**src/hw/rtl/iolj_pkg.sv**
```systemverilog
// Package for the interval overlap join unit.
// Field widths, operation and status codes, and the control/status structs.
// No dependencies.
package iolj_pkg;

  // Payload field widths
  localparam int unsigned OP_W     = 2;
  localparam int unsigned SEG_W    = 32;
  localparam int unsigned STATUS_W = 3;
  localparam int unsigned QIDX_W   = 16;
  localparam int unsigned RIDX_W   = 6;

  // Operation codes; code 3 is ignored
  localparam logic [OP_W-1:0] OP_CLEAR = 2'd0;
  localparam logic [OP_W-1:0] OP_LOAD  = 2'd1;
  localparam logic [OP_W-1:0] OP_QUERY = 2'd2;

  // Result status codes
  localparam logic [STATUS_W-1:0] ST_MATCH   = 3'd0;
  localparam logic [STATUS_W-1:0] ST_NOMATCH = 3'd1;
  localparam logic [STATUS_W-1:0] ST_LOADED  = 3'd2;
  localparam logic [STATUS_W-1:0] ST_FULL    = 3'd3;
  localparam logic [STATUS_W-1:0] ST_CLEARED = 3'd4;

  // Commands from the controller to the datapath
  typedef struct packed {
    logic take;      // input item accepted this cycle
    logic scan_run;  // scan advances this cycle
    logic flush;     // write the final query result
  } ctrl_cmd_t;

  // Status from the datapath to the controller
  typedef struct packed {
    logic out_free;    // output register can take a result this cycle
    logic scan_start;  // pending input is a query over a non-empty store
    logic rd_valid;    // an entry is under compare
    logic rd_last;     // the entry under compare is the last stored one
    logic hit;         // the entry under compare overlaps the query
    logic pend_valid;  // a match is held back until the next one is known
  } dp_status_t;

endpackage

```
**src/hw/rtl/iolj_if.sv**
```systemverilog
// Valid/ready channel interfaces for the interval overlap join unit.
// Depends on iolj_pkg.
interface iolj_in_if import iolj_pkg::*; ();
  logic                    valid;
  logic                    ready;
  logic [OP_W-1:0]         operation;
  logic signed [SEG_W-1:0] seg_left;
  logic signed [SEG_W-1:0] seg_right;

  modport source (output valid, operation, seg_left, seg_right, input ready);
  modport sink   (input valid, operation, seg_left, seg_right, output ready);
endinterface

interface iolj_out_if import iolj_pkg::*; ();
  logic                valid;
  logic                ready;
  logic [STATUS_W-1:0] status;
  logic [QIDX_W-1:0]   query_index;
  logic [RIDX_W-1:0]   ref_index;
  logic                last;

  modport source (output valid, status, query_index, ref_index, last, input ready);
  modport sink   (input valid, status, query_index, ref_index, last, output ready);
endinterface

```
**src/hw/rtl/interval_overlap_join_unit.sv**
```systemverilog
// Channel   Dir  Handshake      Payload
// in_i      in   valid/ready    operation, seg_left, seg_right
// out_o     out  valid/ready    status, query_index, ref_index, last
//
// A query scans the stored references, reading one store entry per cycle, unless
// the scan is held, through the single RAM read port.
// A backpressured output holds the scan when a second match is found.
// Reset empties the store and the query numbering; store contents are not cleared.
//
// Top level of the interval overlap join unit.
// Depends on iolj_pkg, iolj_if, iolj_ram, iolj_ctrl and iolj_dp.
module interval_overlap_join_unit import iolj_pkg::*; #(
  parameter int unsigned REF_DEPTH = 32
) (
  input  logic      clk_i,
  input  logic      rst_ni,
  iolj_in_if.sink   in_i,
  iolj_out_if.source out_o
);

  ctrl_cmd_t  cmd;
  dp_status_t sts;

  // Sequencing
  iolj_ctrl u_ctrl (
    .clk_i      (clk_i),
    .rst_ni     (rst_ni),
    .in_valid_i (in_i.valid),
    .in_ready_o (in_i.ready),
    .sts_i      (sts),
    .cmd_o      (cmd)
  );

  // Store, compare and result register
  iolj_dp #(
    .REF_DEPTH (REF_DEPTH)
  ) u_dp (
    .clk_i             (clk_i),
    .rst_ni            (rst_ni),
    .in_op_i           (in_i.operation),
    .in_left_i         (in_i.seg_left),
    .in_right_i        (in_i.seg_right),
    .cmd_i             (cmd),
    .sts_o             (sts),
    .out_ready_i       (out_o.ready),
    .out_valid_o       (out_o.valid),
    .out_status_o      (out_o.status),
    .out_query_index_o (out_o.query_index),
    .out_ref_index_o   (out_o.ref_index),
    .out_last_o        (out_o.last)
  );

endmodule

```
**src/hw/rtl/iolj_ram.sv**
```systemverilog
// Generic single-write, single-read RAM with registered read data.
// No dependencies.
module iolj_ram #(
  parameter int unsigned WIDTH = 64,
  parameter int unsigned DEPTH = 32
) (
  input  logic                                 clk_i,
  input  logic                                 we_i,
  input  logic [((DEPTH > 1) ? $clog2(DEPTH) : 1)-1:0] waddr_i,
  input  logic [WIDTH-1:0]                     wdata_i,
  input  logic                                 re_i,
  input  logic [((DEPTH > 1) ? $clog2(DEPTH) : 1)-1:0] raddr_i,
  output logic [WIDTH-1:0]                     rdata_o
);

  logic [WIDTH-1:0] mem_q [DEPTH];
  logic [WIDTH-1:0] rdata_q;

  // Write port
  always_ff @(posedge clk_i) begin
    if (we_i) begin
      mem_q[waddr_i] <= wdata_i;
    end
  end

  // Registered read port, held while not enabled
  always_ff @(posedge clk_i) begin
    if (re_i) begin
      rdata_q <= mem_q[raddr_i];
    end
  end

  assign rdata_o = rdata_q;

endmodule

```
**src/hw/rtl/iolj_ctrl.sv**
```systemverilog
// Controller for the interval overlap join unit: idle, scan and flush phases.
// Depends on iolj_pkg.
module iolj_ctrl import iolj_pkg::*; (
  input  logic       clk_i,
  input  logic       rst_ni,
  input  logic       in_valid_i,
  output logic       in_ready_o,
  input  dp_status_t sts_i,
  output ctrl_cmd_t  cmd_o
);

  typedef enum logic [2:0] {
    S_IDLE  = 3'b001,
    S_SCAN  = 3'b010,
    S_FLUSH = 3'b100
  } state_e;

  state_e state_q, state_d;
  logic   stall;

  // Hold the scan when a second match needs the output register and it is full
  assign stall = sts_i.rd_valid && sts_i.hit && sts_i.pend_valid && !sts_i.out_free;

  // Decode commands and next state
  always_comb begin
    state_d        = state_q;
    in_ready_o     = 1'b0;
    cmd_o.take     = 1'b0;
    cmd_o.scan_run = 1'b0;
    cmd_o.flush    = 1'b0;
    case (state_q)
      S_IDLE: begin
        in_ready_o = sts_i.out_free;
        cmd_o.take = in_valid_i && sts_i.out_free;
        if (cmd_o.take && sts_i.scan_start) begin
          state_d = S_SCAN;
        end
      end
      S_SCAN: begin
        cmd_o.scan_run = !stall;
        if (!stall && sts_i.rd_valid && sts_i.rd_last) begin
          state_d = S_FLUSH;
        end
      end
      S_FLUSH: begin
        cmd_o.flush = sts_i.out_free;
        if (sts_i.out_free) begin
          state_d = S_IDLE;
        end
      end
      default: begin
        state_d = S_IDLE;
      end
    endcase
  end

  always_ff @(posedge clk_i or negedge rst_ni) begin
    if (!rst_ni) begin
      state_q <= S_IDLE;
    end else begin
      state_q <= state_d;
    end
  end

  // Accept items only between queries
  assert property (@(posedge clk_i) disable iff (!rst_ni)
    in_ready_o |-> state_q == S_IDLE)
    else $error("input ready outside idle");

  // Final query result only goes into a free output register
  assert property (@(posedge clk_i) disable iff (!rst_ni)
    cmd_o.flush |-> sts_i.out_free)
    else $error("flush into a busy output register");

  // A query over a non-empty store always enters the scan
  assert property (@(posedge clk_i) disable iff (!rst_ni)
    cmd_o.take && sts_i.scan_start |=> state_q == S_SCAN)
    else $error("query did not start a scan");

endmodule

```
**src/hw/rtl/iolj_dp.sv**
```systemverilog
// Datapath for the interval overlap join unit: reference store, counters,
// overlap compare, held-back match and output register.
// Depends on iolj_pkg and iolj_ram.
module iolj_dp import iolj_pkg::*; #(
  parameter int unsigned REF_DEPTH = 32
) (
  input  logic                    clk_i,
  input  logic                    rst_ni,
  input  logic [OP_W-1:0]         in_op_i,
  input  logic signed [SEG_W-1:0] in_left_i,
  input  logic signed [SEG_W-1:0] in_right_i,
  input  ctrl_cmd_t               cmd_i,
  output dp_status_t              sts_o,
  input  logic                    out_ready_i,
  output logic                    out_valid_o,
  output logic [STATUS_W-1:0]     out_status_o,
  output logic [QIDX_W-1:0]       out_query_index_o,
  output logic [RIDX_W-1:0]       out_ref_index_o,
  output logic                    out_last_o
);

  localparam int unsigned IdxW = (REF_DEPTH > 1) ? $clog2(REF_DEPTH) : 1;
  localparam int unsigned CntW = $clog2(REF_DEPTH + 1);

  logic [CntW-1:0]         ref_count_q, ref_count_d;
  logic [QIDX_W-1:0]       query_count_q, query_count_d;
  logic [QIDX_W-1:0]       qidx_q, qidx_d;
  logic signed [SEG_W-1:0] q_left_q, q_right_q;
  logic [CntW-1:0]         ptr_q, ptr_d;
  logic                    rd_valid_q, rd_valid_d;
  logic [IdxW-1:0]         rd_idx_q, rd_idx_d;
  logic                    pend_valid_q, pend_valid_d;
  logic [IdxW-1:0]         pend_idx_q, pend_idx_d;

  logic                    out_valid_q, out_valid_d;
  logic [STATUS_W-1:0]     out_status_q, out_status_d;
  logic [QIDX_W-1:0]       out_qidx_q, out_qidx_d;
  logic [RIDX_W-1:0]       out_ridx_q, out_ridx_d;
  logic                    out_last_q, out_last_d;
  logic                    out_load;

  logic                    full, empty, issue, hit, out_free, push_match;
  logic                    ram_we, ram_re;
  logic [2*SEG_W-1:0]      ram_rdata;
  logic signed [SEG_W-1:0] rd_left, rd_right;

  assign full     = (ref_count_q == CntW'(REF_DEPTH));
  assign empty    = (ref_count_q == '0);
  assign issue    = (ptr_q < ref_count_q);
  assign out_free = !out_valid_q || out_ready_i;

  // Store: left end in the upper half, right end in the lower half
  assign ram_we = cmd_i.take && (in_op_i == OP_LOAD) && !full;
  assign ram_re = cmd_i.scan_run && issue;

  iolj_ram #(
    .WIDTH (2 * SEG_W),
    .DEPTH (REF_DEPTH)
  ) u_store (
    .clk_i   (clk_i),
    .we_i    (ram_we),
    .waddr_i (ref_count_q[IdxW-1:0]),
    .wdata_i ({in_left_i, in_right_i}),
    .re_i    (ram_re),
    .raddr_i (ptr_q[IdxW-1:0]),
    .rdata_o (ram_rdata)
  );

  // Strict overlap compare, signed
  assign rd_left    = $signed(ram_rdata[2*SEG_W-1:SEG_W]);
  assign rd_right   = $signed(ram_rdata[SEG_W-1:0]);
  assign hit        = (rd_right > q_left_q) && (rd_left < q_right_q);
  assign push_match = cmd_i.scan_run && rd_valid_q && hit && pend_valid_q;

  // Status to the controller
  assign sts_o.out_free   = out_free;
  assign sts_o.scan_start = (in_op_i == OP_QUERY) && !empty;
  assign sts_o.rd_valid   = rd_valid_q;
  assign sts_o.rd_last    = (CntW'(rd_idx_q) + CntW'(1)) == ref_count_q;
  assign sts_o.hit        = hit;
  assign sts_o.pend_valid = pend_valid_q;

  // Counters, query latch and scan pointer
  always_comb begin
    ref_count_d   = ref_count_q;
    query_count_d = query_count_q;
    qidx_d        = qidx_q;
    ptr_d         = ptr_q;
    rd_valid_d    = rd_valid_q;
    rd_idx_d      = rd_idx_q;
    pend_valid_d  = pend_valid_q;
    pend_idx_d    = pend_idx_q;
    if (cmd_i.take) begin
      ptr_d        = '0;
      rd_valid_d   = 1'b0;
      pend_valid_d = 1'b0;
      case (in_op_i)
        OP_CLEAR: begin
          ref_count_d   = '0;
          query_count_d = '0;
        end
        OP_LOAD: begin
          if (!full) begin
            ref_count_d = ref_count_q + CntW'(1);
          end
        end
        OP_QUERY: begin
          qidx_d = query_count_q;
          if (query_count_q != '1) begin
            query_count_d = query_count_q + QIDX_W'(1);
          end
        end
        default: begin
        end
      endcase
    end else if (cmd_i.scan_run) begin
      // Advance the read and keep the newest match back
      rd_valid_d = issue;
      rd_idx_d   = ptr_q[IdxW-1:0];
      if (issue) begin
        ptr_d = ptr_q + CntW'(1);
      end
      if (rd_valid_q && hit) begin
        pend_valid_d = 1'b1;
        pend_idx_d   = rd_idx_q;
      end
    end else if (cmd_i.flush) begin
      pend_valid_d = 1'b0;
      rd_valid_d   = 1'b0;
    end
  end

  // Output register load
  always_comb begin
    out_load     = 1'b0;
    out_status_d = out_status_q;
    out_qidx_d   = out_qidx_q;
    out_ridx_d   = out_ridx_q;
    out_last_d   = out_last_q;
    if (cmd_i.take) begin
      case (in_op_i)
        OP_CLEAR: begin
          out_load     = 1'b1;
          out_status_d = ST_CLEARED;
          out_qidx_d   = '0;
          out_ridx_d   = '0;
          out_last_d   = 1'b1;
        end
        OP_LOAD: begin
          out_load     = 1'b1;
          out_status_d = full ? ST_FULL : ST_LOADED;
          out_qidx_d   = '0;
          out_ridx_d   = full ? '0 : RIDX_W'(ref_count_q[IdxW-1:0]);
          out_last_d   = 1'b1;
        end
        OP_QUERY: begin
          if (empty) begin
            out_load     = 1'b1;
            out_status_d = ST_NOMATCH;
            out_qidx_d   = query_count_q;
            out_ridx_d   = '0;
            out_last_d   = 1'b1;
          end
        end
        default: begin
        end
      endcase
    end else if (push_match) begin
      out_load     = 1'b1;
      out_status_d = ST_MATCH;
      out_qidx_d   = qidx_q;
      out_ridx_d   = RIDX_W'(pend_idx_q);
      out_last_d   = 1'b0;
    end else if (cmd_i.flush) begin
      out_load     = 1'b1;
      out_status_d = pend_valid_q ? ST_MATCH : ST_NOMATCH;
      out_qidx_d   = qidx_q;
      out_ridx_d   = pend_valid_q ? RIDX_W'(pend_idx_q) : '0;
      out_last_d   = 1'b1;
    end
  end

  assign out_valid_d = out_load || (out_valid_q && !out_ready_i);

  // Control state
  always_ff @(posedge clk_i or negedge rst_ni) begin
    if (!rst_ni) begin
      ref_count_q   <= '0;
      query_count_q <= '0;
      ptr_q         <= '0;
      rd_valid_q    <= 1'b0;
      pend_valid_q  <= 1'b0;
      out_valid_q   <= 1'b0;
    end else begin
      ref_count_q   <= ref_count_d;
      query_count_q <= query_count_d;
      ptr_q         <= ptr_d;
      rd_valid_q    <= rd_valid_d;
      pend_valid_q  <= pend_valid_d;
      out_valid_q   <= out_valid_d;
    end
  end

  // Payload
  always_ff @(posedge clk_i) begin
    qidx_q       <= qidx_d;
    rd_idx_q     <= rd_idx_d;
    pend_idx_q   <= pend_idx_d;
    out_status_q <= out_status_d;
    out_qidx_q   <= out_qidx_d;
    out_ridx_q   <= out_ridx_d;
    out_last_q   <= out_last_d;
    if (cmd_i.take && (in_op_i == OP_QUERY)) begin
      q_left_q  <= in_left_i;
      q_right_q <= in_right_i;
    end
  end

  assign out_valid_o       = out_valid_q;
  assign out_status_o      = out_status_q;
  assign out_query_index_o = out_qidx_q;
  assign out_ref_index_o   = out_ridx_q;
  assign out_last_o        = out_last_q;

  // Never overwrite a result that is still waiting
  assert property (@(posedge clk_i) disable iff (!rst_ni)
    out_valid_q && !out_ready_i |-> !out_load)
    else $error("output register overwritten");

  // Fill count stays within the store
  assert property (@(posedge clk_i) disable iff (!rst_ni)
    ref_count_q <= CntW'(REF_DEPTH))
    else $error("reference count beyond depth");

  // Only loaded entries are compared
  assert property (@(posedge clk_i) disable iff (!rst_ni)
    rd_valid_q |-> CntW'(rd_idx_q) < ref_count_q)
    else $error("compare of an unloaded entry");

endmodule

```
**src/flat_wrapper.sv**
```systemverilog
// flat-port wrapper written by rule: the top's interface ports become plain ports
module interval_overlap_join_unit_flat import iolj_pkg::*;
#(
  parameter int unsigned REF_DEPTH = 32
)
  (clk_i, rst_ni, in_i_valid, in_i_operation, in_i_seg_left, in_i_seg_right, in_i_ready, out_o_valid, out_o_status, out_o_query_index, out_o_ref_index, out_o_last, out_o_ready);
  iolj_in_if in_i_i ();
  iolj_out_if out_o_i ();
  input  logic clk_i;
  input  logic rst_ni;
  input wire logic [$bits(in_i_i.valid)-1:0] in_i_valid;
  input wire logic [$bits(in_i_i.operation)-1:0] in_i_operation;
  input wire logic [$bits(in_i_i.seg_left)-1:0] in_i_seg_left;
  input wire logic [$bits(in_i_i.seg_right)-1:0] in_i_seg_right;
  output wire logic [$bits(in_i_i.ready)-1:0] in_i_ready;
  output wire logic [$bits(out_o_i.valid)-1:0] out_o_valid;
  output wire logic [$bits(out_o_i.status)-1:0] out_o_status;
  output wire logic [$bits(out_o_i.query_index)-1:0] out_o_query_index;
  output wire logic [$bits(out_o_i.ref_index)-1:0] out_o_ref_index;
  output wire logic [$bits(out_o_i.last)-1:0] out_o_last;
  input wire logic [$bits(out_o_i.ready)-1:0] out_o_ready;
  assign in_i_i.valid = in_i_valid;
  assign in_i_i.operation = in_i_operation;
  assign in_i_i.seg_left = in_i_seg_left;
  assign in_i_i.seg_right = in_i_seg_right;
  assign in_i_ready = in_i_i.ready;
  assign out_o_valid = out_o_i.valid;
  assign out_o_status = out_o_i.status;
  assign out_o_query_index = out_o_i.query_index;
  assign out_o_ref_index = out_o_i.ref_index;
  assign out_o_last = out_o_i.last;
  assign out_o_i.ready = out_o_ready;
  interval_overlap_join_unit #(.REF_DEPTH(REF_DEPTH)) u_core (.clk_i(clk_i), .rst_ni(rst_ni), .in_i(in_i_i), .out_o(out_o_i));
endmodule
```
**config.mk**
```make
export PLATFORM = sky130hd
export DESIGN_NAME = interval_overlap_join_unit_flat
export DESIGN_NICKNAME = d
export VERILOG_FILES = /design/src/hw/rtl/iolj_pkg.sv /design/src/hw/rtl/iolj_if.sv /design/src/hw/rtl/interval_overlap_join_unit.sv /design/src/hw/rtl/iolj_ram.sv /design/src/hw/rtl/iolj_ctrl.sv /design/src/hw/rtl/iolj_dp.sv /design/src/flat_wrapper.sv
export SDC_FILE = /design/constraint.sdc
export NUM_CORES = 2
export LEC_CHECK = 0
export ABC_AREA = 0
export BUFFER_PORTS_ARGS = -buffer_cell sky130_fd_sc_hd__buf_4
export CORE_AREA = 5 5 388 390
export DETAILED_ROUTE_END_ITERATION = 10
export DIE_AREA = 0 0 393 395
export PLACE_DENSITY_LB_ADDON = 0.25
export SLEW_MARGIN = 20
export SYNTH_ARGS = -nofsm -noshare
export SYNTH_HDL_FRONTEND = slang
export SYNTH_SLANG_ARGS = --single-unit
```
**constraint.sdc**
```tcl
create_clock -name clk_i -period 7.6 [get_ports clk_i]
set_clock_uncertainty 0.05 [all_clocks]
set_input_delay 0.76 -clock clk_i [delete_from_list [all_inputs] [get_ports clk_i]]
set_output_delay 0.76 -clock clk_i [all_outputs]
set_load 0.02 [all_outputs]
```
==> results by group <==
STA
  – Slew headroom: 0.233
  – Fin crit share: 0.660
  – Setup tns final: 0 ns
  – F_max: ~200 MHz
  – Fin crit period: 5.01 ns
  – Final setup vio count: 0
  – Final Slew Violations: 0
  – Worst slew pin tran: 1.15 ns
  – RSZ-0062 raised after global routing: no
  – Count of final hold-check violations: 0

Logic synthesis
  – Post-synth EDFFs: 2,227
  – Multiplexer share of the synthesized area: 0.175
  – Netlist cell types: 64
  – Simple-Gate Fraction of Synth Area: 0.0135
  – Post-synth top area share: 0.768
  – Synth Instances: 3,683
  – Post-synthesis async set-or-reset flop share: 0.0150
  – Synth Net Count: roughly 3,800
  – Yosys warnings: 0
  – Avg Cell Area, Syn: 23.7 um2
  – Post-synthesis register bit count: 2,261
  – Cell taking the most area after synthesis: edfxtp_1
  – Post-synth top cells: edfxtp_1, mux4_2, clkbuf_1
  – Top_reg_cell synth: edfxtp_1
  – Synth Area in Compound Gates: 0.00898
  – Most used standard cell by instance count after synthesis: edfxtp_1
  – Synth Area in XOR/XNOR: 0.00171
  – Adder-Cell Fraction of Synth Area: 0.0113
  – Sequential share of the synthesized area: 0.777
  – Area contributors post-synth: edfxtp_1, mux4_2, ha_1
  – Largest family of logic cells by synthesized area: multiplexers
  – Synthesized cell area: 87,100 um2

Placement
  – DP HPWL: 109,000 um
  – IO Port Bufs: 96
  – GPL Wtd Cong: 0.835
  – Placed Cells: 5,622

Setup path
  – Data required, critical path: 8.02 ns
  – CP Class: register to register
  – Startpoint class of the critical path: register
  – Setup crit end kind: register
  – Most Frequent Cell on Critical Path: nand2_1
  – Worst EP arrival: 5.43 ns
  – Crit path buffers/inverters: 1
  – CP top delay family: simple AND/OR/NAND/NOR gates
  – CP peak stage delay: around 0.99 ns
  – Crit-path slowest cell: nor2_4
  – Critical path cell sequence: nor3b_2, and3_1, nand2_1, a31oi_1, nand2_1, nor2_4, buf_4
  – Peak fanout along the critical path: 23

Power
  – P per Cell Area: 257 nW/um2
  – Pleak: 29.9 nW
  – Maximum VDD drop: 0.215 mV

Hold path
  – Hold WC Path Type: input pin to register

GRT
  – Pin count of the biggest net entering global routing: about 140
  – Grt ovf: 0
  – Vias in the first global route: 40,400
  – GRT Util Overall: 0.262
  – Initial antenna violation count: 6
  – First-pass GRT wire length: 288,000 um

Floorplanning
  – Core box area: 147,000 um2
  – IO Count: between 90 and 100
  – Site Rows: 141
  – Die area: around 160,000 um2
  – Die Wd: a little under 400 um
  – Starting Density: 0.594
  – DIE HEIGHT: just under 400 um

Routing
  – Antenna-violating nets left: 0
  – DR vias/cell: 6.65
  – Avg WL per Cell: 33.0 um
  – Via Count: around 40,000
  – DR pass1 iterations: 6
  – 1st-iter DRT viols: 4,919
  – Residual DRC count: 0
  – Detailed Route WL: 199,000 um

Final layout
  – Synthesis-to-finish area growth: 11.7%
  – FILL cells: around 9,100
  – Layout cells sized above 1: 0.300
  – Non-filler cells, final: 6,023
  – Final nets: 4,058

Clock tree
  – Root buffer cell: clkbuf_16
  – Worst skew pair latency: approximately 0.85 ns
  – Post-CTS Resized: 0
  – Number of buffers created by CTS: 211
  – Clock-pin slew on the worst setup and hold paths: 0.06 ns
  – # clock sinks: 2,261
  – CTS HTree Levels: 4
  – CTS tree: built
  – Clk buf depth: 3

Run
  – # Max-Cap Violations: 0

Outcome
  – Outcome: completed
## state kept, by name, summed over array words and instances (netlist names), 5 cells and up
register	flops
u_core.u_dp.rd_idx_q	5
u_core.u_dp.q_left_q	32
u_core.u_dp.out_ref_index_o	5
u_core.u_dp.u_store.rdata_o	64
u_core.u_dp.out_query_index_o	16
u_core.u_dp.query_count_q	16
u_core.u_dp.q_right_q	32
u_core.u_dp.pend_idx_q	5
u_core.u_dp.ptr_q	6
u_core.u_dp.qidx_q	16
u_core.u_dp.ref_count_q	6
u_core.u_dp.u_store.mem_q	2048
## layout by cell type, fill, tap and decap left out, types with 9 or more instances in the layout
cell type / netlist / layout
clkinv_2: 0 / 39
bufinv_16: 0 / 10
inv_1: 79 / 79
clkbuf_1: 91 / 55
mux2_2: 64 / 64
xnor2_1: 10 / 10
a31oi_1: 9 / 9
nand4_1: 15 / 15
nor2_1: 69 / 36
o21ai_0: 25 / 25
a21o_1: 10 / 10
nor2_4: 0 / 33
ha_1: 79 / 79
nand2_1: 76 / 76
clkbuf_16: 0 / 212
dfrtp_1: 33 / 28
clkinv_1: 1 / 53
edfxtp_1: 2227 / 2227
nand3_1: 38 / 37
mux4_2: 640 / 640
a21oi_1: 36 / 36
buf_12: 0 / 18
buf_4: 25 / 159
## final timing paths
check	startpoint	end	slack, ns	cells past startpoint
min	out_o_ready	u_core.u_ctrl.state_q[2]	0.25	4
max	u_core.u_ctrl.state_q[0]	u_core.u_dp.u_store.mem_q[7][40]	2.59	7
max in group asynchronous	rst_ni	u_core.u_dp.ptr_q[3]	6.75	2
max reg2reg	u_core.u_ctrl.state_q[0]	u_core.u_dp.u_store.mem_q[7][40]	2.59	7
min reg2reg	u_core.u_dp.query_count_q[15]	u_core.u_dp.qidx_q[15]	0.45	0
min in group asynchronous	rst_ni	u_core.u_ctrl.state_q[1]	0.36	2
## worst min-delay path: stages
cell and delay (ns):
buf_4 0.09, nor2b_1 0.06, nand3b_1 0.11, o2bb2ai_1 0.08
## power by group
part | internal [W] | leakage (nW) | switching, W | total [W]
logic | 0.000397 | 6.17 | 0.000693 | 0.00109
clock network | 0.00552 | 3.20 | 0.00449 | 0.0100
registers | 0.0138 | 20.5 | 0.0000837 | 0.0139
total | 0.0198 | 29.9 | 0.00527 | 0.0250
## metal layers
metal  vias to the layer above  routed length [um]  track usage
met3                       313               19400       0.0559
met5                         -                  21            0
met2                      2237               97700        0.414
li1                      16100                   -            -
met1                     21300               76400        0.379
met4                         4                5380       0.0741
## kinds of logic (layout without fill, tap and decap cells)
logic type / Yosys count / after routing
simple gates: 247 / 247
mux: 711 / 711
buf+inv: 249 / 657
other cells: 1 / 3
fa+ha+maj: 79 / 79
compound gates: 118 / 118
xor+xnor: 17 / 17
flops: 2261 / 2261
## final cells by class
cell class	instances	area (um2)	area share
flip-flops and latches	2261	67700	0.696
multi-input cells	1173	18600	0.191
clock buffers	270	5550	0.0571
well taps	1930	2410	0.0248
repair buffers	182	1670	0.0172
clock inverters	125	1010	0.0103
inverters	80	300	0.00309
diodes	2	5.00	0.0000514
## per-stage QoR
stage / cell area, um2 / power [W] / setup WS (ns) / hold slack, ns / util
after global placement: 90600 / 0.0153 / 2.51 / 0.432 / 0.617
after floorplan: 87100 / 0.0148 / 2.17 / 0.399 / -
after CTS: 97200 / 0.0252 / 2.61 / 0.182 / 0.662
after global routing: 97300 / 0.0259 / 2.38 / 0.231 / 0.663
final: 97300 / 0.0250 / 2.59 / 0.246 / 0.663
after detailed placement: 90600 / 0.0153 / 2.42 / 0.437 / 0.617
## repair_timing
action | in CTS | in global routing
hold endpoints to repair | 33 | 0
buffers inserted | 0 | 0
hold buffers | 1 | 0
Note: power is estimated with default switching activity, not from simulation.
